$ cat src/sv/tva_pkg.sv
`timescale 1ns / 1ps
// shared types, widths and codes of the tree vector to ancestry block
package tva_pkg;

  localparam int DEF_MAX_CODE_LEN = 32;
  localparam int CODE_W           = 6;
  localparam int LABEL_W          = 7;

  // one element of the tree vector
  typedef struct packed {
    logic [CODE_W-1:0] leaf_code;
    logic              is_last;
  } vec_item_t;

  // one ancestry result
  typedef struct packed {
    logic [LABEL_W-1:0] parent_label;
    logic [LABEL_W-1:0] first_child;
    logic [LABEL_W-1:0] second_child;
    logic               final_triplet;
    logic               error;
  } trip_item_t;

  // stored triplet of one merge step
  typedef struct packed {
    logic [LABEL_W-1:0] parent;
    logic [LABEL_W-1:0] kid_a;
    logic [LABEL_W-1:0] kid_b;
  } trip_rec_t;

  // sequencer states
  typedef enum logic [3:0] {
    ST_IDLE,
    ST_INIT,
    ST_SCAN,
    ST_SRCH_RD,
    ST_SRCH_CMP,
    ST_OLD_RD,
    ST_OLD_CAP,
    ST_KID_RD,
    ST_KID_CAP,
    ST_UPD,
    ST_OUT_RD,
    ST_OUT_LOAD,
    ST_OUT_WAIT
  } state_t;

  // operations of the shared compare and increment unit
  typedef enum logic [1:0] {
    ALU_LE,
    ALU_EQ,
    ALU_INC
  } alu_op_t;

  typedef struct packed {
    alu_op_t            op;
    logic [LABEL_W-1:0] a;
    logic [LABEL_W-1:0] b;
  } alu_req_t;

  typedef struct packed {
    logic               hit;
    logic [LABEL_W-1:0] sum;
  } alu_rsp_t;

endpackage

$ cat src/sv/tva_alu.sv
`timescale 1ns / 1ps
// shared compare and increment unit used by the init, scan, search and update phases of the sequencer
module tva_alu import tva_pkg::*; (
  input  alu_req_t req,
  output alu_rsp_t rsp
);

  // one operation per cycle, chosen by the sequencer
  always_comb begin
    rsp.hit = 1'b0;
    rsp.sum = req.a;
    case (req.op)
      ALU_LE: begin
        rsp.hit = (req.a <= req.b);
      end
      ALU_EQ: begin
        rsp.hit = (req.a == req.b);
      end
      ALU_INC: begin
        rsp.sum = req.a + LABEL_W'(1);
      end
      default: begin
        rsp.hit = 1'b0;
        rsp.sum = req.a;
      end
    endcase
  end

endmodule

$ cat config.mk
export PLATFORM = sky130hd
export DESIGN_NAME = tva_alu
export DESIGN_NICKNAME = d
export VERILOG_FILES = /design/src/sv/tva_pkg.sv /design/src/sv/tva_alu.sv
export SDC_FILE = /design/constraint.sdc
export NUM_CORES = 1
export LEC_CHECK = 0
export ABC_AREA = 1
export BUFFER_PORTS_ARGS = -buffer_cell sky130_fd_sc_hd__buf_2
export CAP_MARGIN = 15
export CORE_AREA = 2 2 39 41
export DETAILED_ROUTE_END_ITERATION = 10
export DIE_AREA = 0 0 41 43
export PLACE_DENSITY_LB_ADDON = 0.2
export SLEW_MARGIN = 40
export SYNTH_ARGS = -nofsm -noshare
export SYNTH_HDL_FRONTEND = slang
export SYNTH_SLANG_ARGS = --single-unit
$ cat constraint.sdc
create_clock -name vclk -period 0.9
set_clock_uncertainty 0.15 [all_clocks]
set_input_delay 0.09 -clock vclk [all_inputs]
set_output_delay 0.09 -clock vclk [all_outputs]
set_load 0.01 [all_outputs]
# --- Yosys cells after proc, flatten, opt, wreduce, memory -nomap -nowiden ---
# Cells that the tools add are included.
word_totals:
  register_bits: 0
  input_bits: 16
  out_inout_bits: 8
  elab_cells: 8
op_classes:
  add_sub_neg: 1
  order_cmp: 1
  eq_ne: 3
  muxes: 2
  reduce_logical: 1
ops:
  columns: ["op", "count"]
  rows:
  - ["adder 7 x 1 -> 7 bit, second input constant", 1]
  - ["equality test 7 bit", 1]
  - ["<= comparator 7 bit", 1]
  - ["2-to-1 mux 7 bit", 1]
  - ["equality test 2 x 1 -> 1 bit, second input constant", 1]
  - ["equality test 2 bit, second input constant", 1]
  - ["logical NOT 2 bit", 1]
  - ["one-hot mux 1 bit (2 select lines)", 1]

# --- Depth between registers and ports, before layout ---
logic_depth:
  ltp_word: 2
  depth_mapped: 8
  ltp_nobuf: 8

# --- Least setup slack after synthesis ---
# No wires, ideal clock.
synth_path:
  path_type: "input port to output port"
  startpoint: "input req[6] in the netlist's numbering"
  endpoint: "output rsp[7] in the netlist's numbering"
  arrival_ns: 0.898
  required_time_ns: 0.660
  slack_ns: -0.238
  stages: 7
  n_path_buf: 0
  path_cell_list: "inv_1 -> ha_1 -> nand2_1 -> inv_1 -> a21oi_1 -> nand2_1 -> a21oi_1"
synth_lines:
  columns: ["item", "line_no", "text"]
  rows:
  - ["from (decl)", "tva_alu.sv:4", "input alu_req_t req,"]
  - ["to (decl)", "tva_alu.sv:5", "output alu_rsp_t rsp"]

==> metrics.yaml <==
status: "finished, violations left"
violations: "negative setup slack"
vias: 537
grt_use_met1: 0.190
die_h_um: 43
grtUsageMet2: 0.288
netlist_instances: 65
setup_viol: 8
synth_xor_area_frac: 0.0952
post-place-ws_ns: -0.395
yosysUniqueCellTypes: 12
syn_nets: 89
drc: 0
p_per_area_nw_per_um2: 474
critPathRequiredTime_ns: 0.66
area_delta_synth_final_pct: 158
maxCapViolCount: 0
numPortBuffers: 24
dpl.hpwl_um: 879
finalCriticalPeriod_ns: 1.23
leakagePower_nw: 0.487
synth_compound_area_frac: 0.0408
grt_setup_unrepaired: "yes"
vias_per_cell: 4.44
track_usage: 0.154
num_io_pins: 24
seq_area_um2: 0
grt.overflow.total: 0
dieWidth_um: 41
ctsHoldBuffers: 0
firstDrtPassIters: 1
rows: 14
antenna_found_initial: 0
synth_mux_area_frac: 0
hold_path_class: "in2out"
synthAdderAreaFrac: 0.272
slew_headroom: 0.868
drtAntennaViolNets: 0
gp_congestion: 0.780
nClkBuffers: 0
synth_simple_gate_area_frac: 0.429
crit_arrival_ns: 0.99
power_mw: 0.450
fin_nets: 131
ys_seq_area_frac: 0
drtIter0Drc: 0
critical_path_class: "in2out"
core_um2: 1380
busiest_layer: "met2"
grt_max_degree: 6
flops_and_latches: 0
fmax_ghz: 0.813
setup.worst_path.end_class: "output pin"
hold_viol: 0
initial_core_util: 0.266
diodes: 0
post-route-period-util: 1.37
yosys_warnings: 0
vdd_drop_max_mv: 0.218
post_drt_wl_per_cell_um: 10.0
use_met3: 0.00524
grt_pass1_wl_mm: 2.01
die_area_um2: 1760
syn_area_um2: 368
worst_slew_pin_slew_ns: 0.198
start_kind: "input pin"
totalWireLength_mm: 1.21
grt_pass1_vias: 512
cp_max_fo: 2
synth_top_family_by_area: "simple AND/OR/NAND/NOR gates"
drv_slew: 0
synth_area_per_cell_um2: 5.66
setup_ws_ns: -0.331
drive_gt1_frac: 0.714
[synthesized netlist by cell type]
master | count | area share
nor2_1 | 2 | 0.020
nand4_1 | 3 | 0.051
xnor2_1 | 2 | 0.048
nand2_1 | 22 | 0.22
nor2_2 | 1 | 0.017
a21oi_1 | 3 | 0.041
ha_1 | 8 | 0.27
nand2_4 | 1 | 0.031
inv_1 | 16 | 0.16
xor2_1 | 2 | 0.048
nand3_1 | 4 | 0.054
nor2_4 | 1 | 0.031
[cells in the final DEF (no fill, tap or decap), drive strengths merged]
cell type  count
inv           16
buf           40
ha             8
xnor2          2
a21oi          3
xor2           2
nand4          3
nand3          4
nand2         23
nor2           4
[path summary, 6_finish.rpt]
check / start / to / slack [ns] / cells after the start
worst min-delay path: req[15] / rsp[7] / 0.35 / 4
worst max-delay path: req[11] / rsp[7] / -0.33 / 8
[what timing repair did]
item	4_1_cts	5_1_grt
gates cloned	0	0
endpoints found under the setup margin	8	8
pin swaps	18	20
resized for setup	43	15
buffers inserted	5	1
[worst max-delay path, cell delays in order]
cell     delay [ns]
buf_8          0.10
ha_4           0.24
nand2_2        0.06
nand2_2        0.05
a21oi_2        0.13
nand2_1        0.07
a21oi_2        0.12
buf_2          0.13
[stage by stage]
stage / setup TNS [ns] / cell area (um2) / cells / hold slack, ns / util
after global routing: -1.98 / 950 / 121 / 0.367 / 0.686
after floorplan: -0.137 / 468 / 65 / 0.0560 / -
final: -1.45 / 950 / 121 / 0.346 / 0.686
after detailed placement: -1.70 / 691 / 116 / 0.368 / 0.499
after CTS: -1.30 / 885 / 121 / 0.347 / 0.639
after global placement: -1.62 / 691 / 116 / 0.365 / 0.499
[final cells by class]
cell class / count / area [um2]
multi-input combinational: 49 / 477
timing repair buffer: 40 / 378
inverter: 16 / 75.1
fill: 109 / 434
tap: 16 / 20.0
[logic make-up after synthesis]
kind of cell | after synthesis
buffers and inverters | 16
AO/OA/AOI/OAI | 3
adder cells (fa/ha/maj) | 8
XOR/XNOR | 4
AND/OR/NAND/NOR | 34
[where the power goes]
| part | switching, mW | total (mW) | internal, mW |
|---|---|---|---|
| sequential | 0 | 0 | 0 |
| combinational | 0.195 | 0.450 | 0.255 |
| clock | 0 | 0 | 0 |
[layer usage]
layer	vias to the layer above	part of all wire
li1	280	-
met1	246	0.39
met2	11	0.57
met3	0	0.044
met4	0	0
met5	-	0
Note: power is estimated with default switching activity, not from simulation.
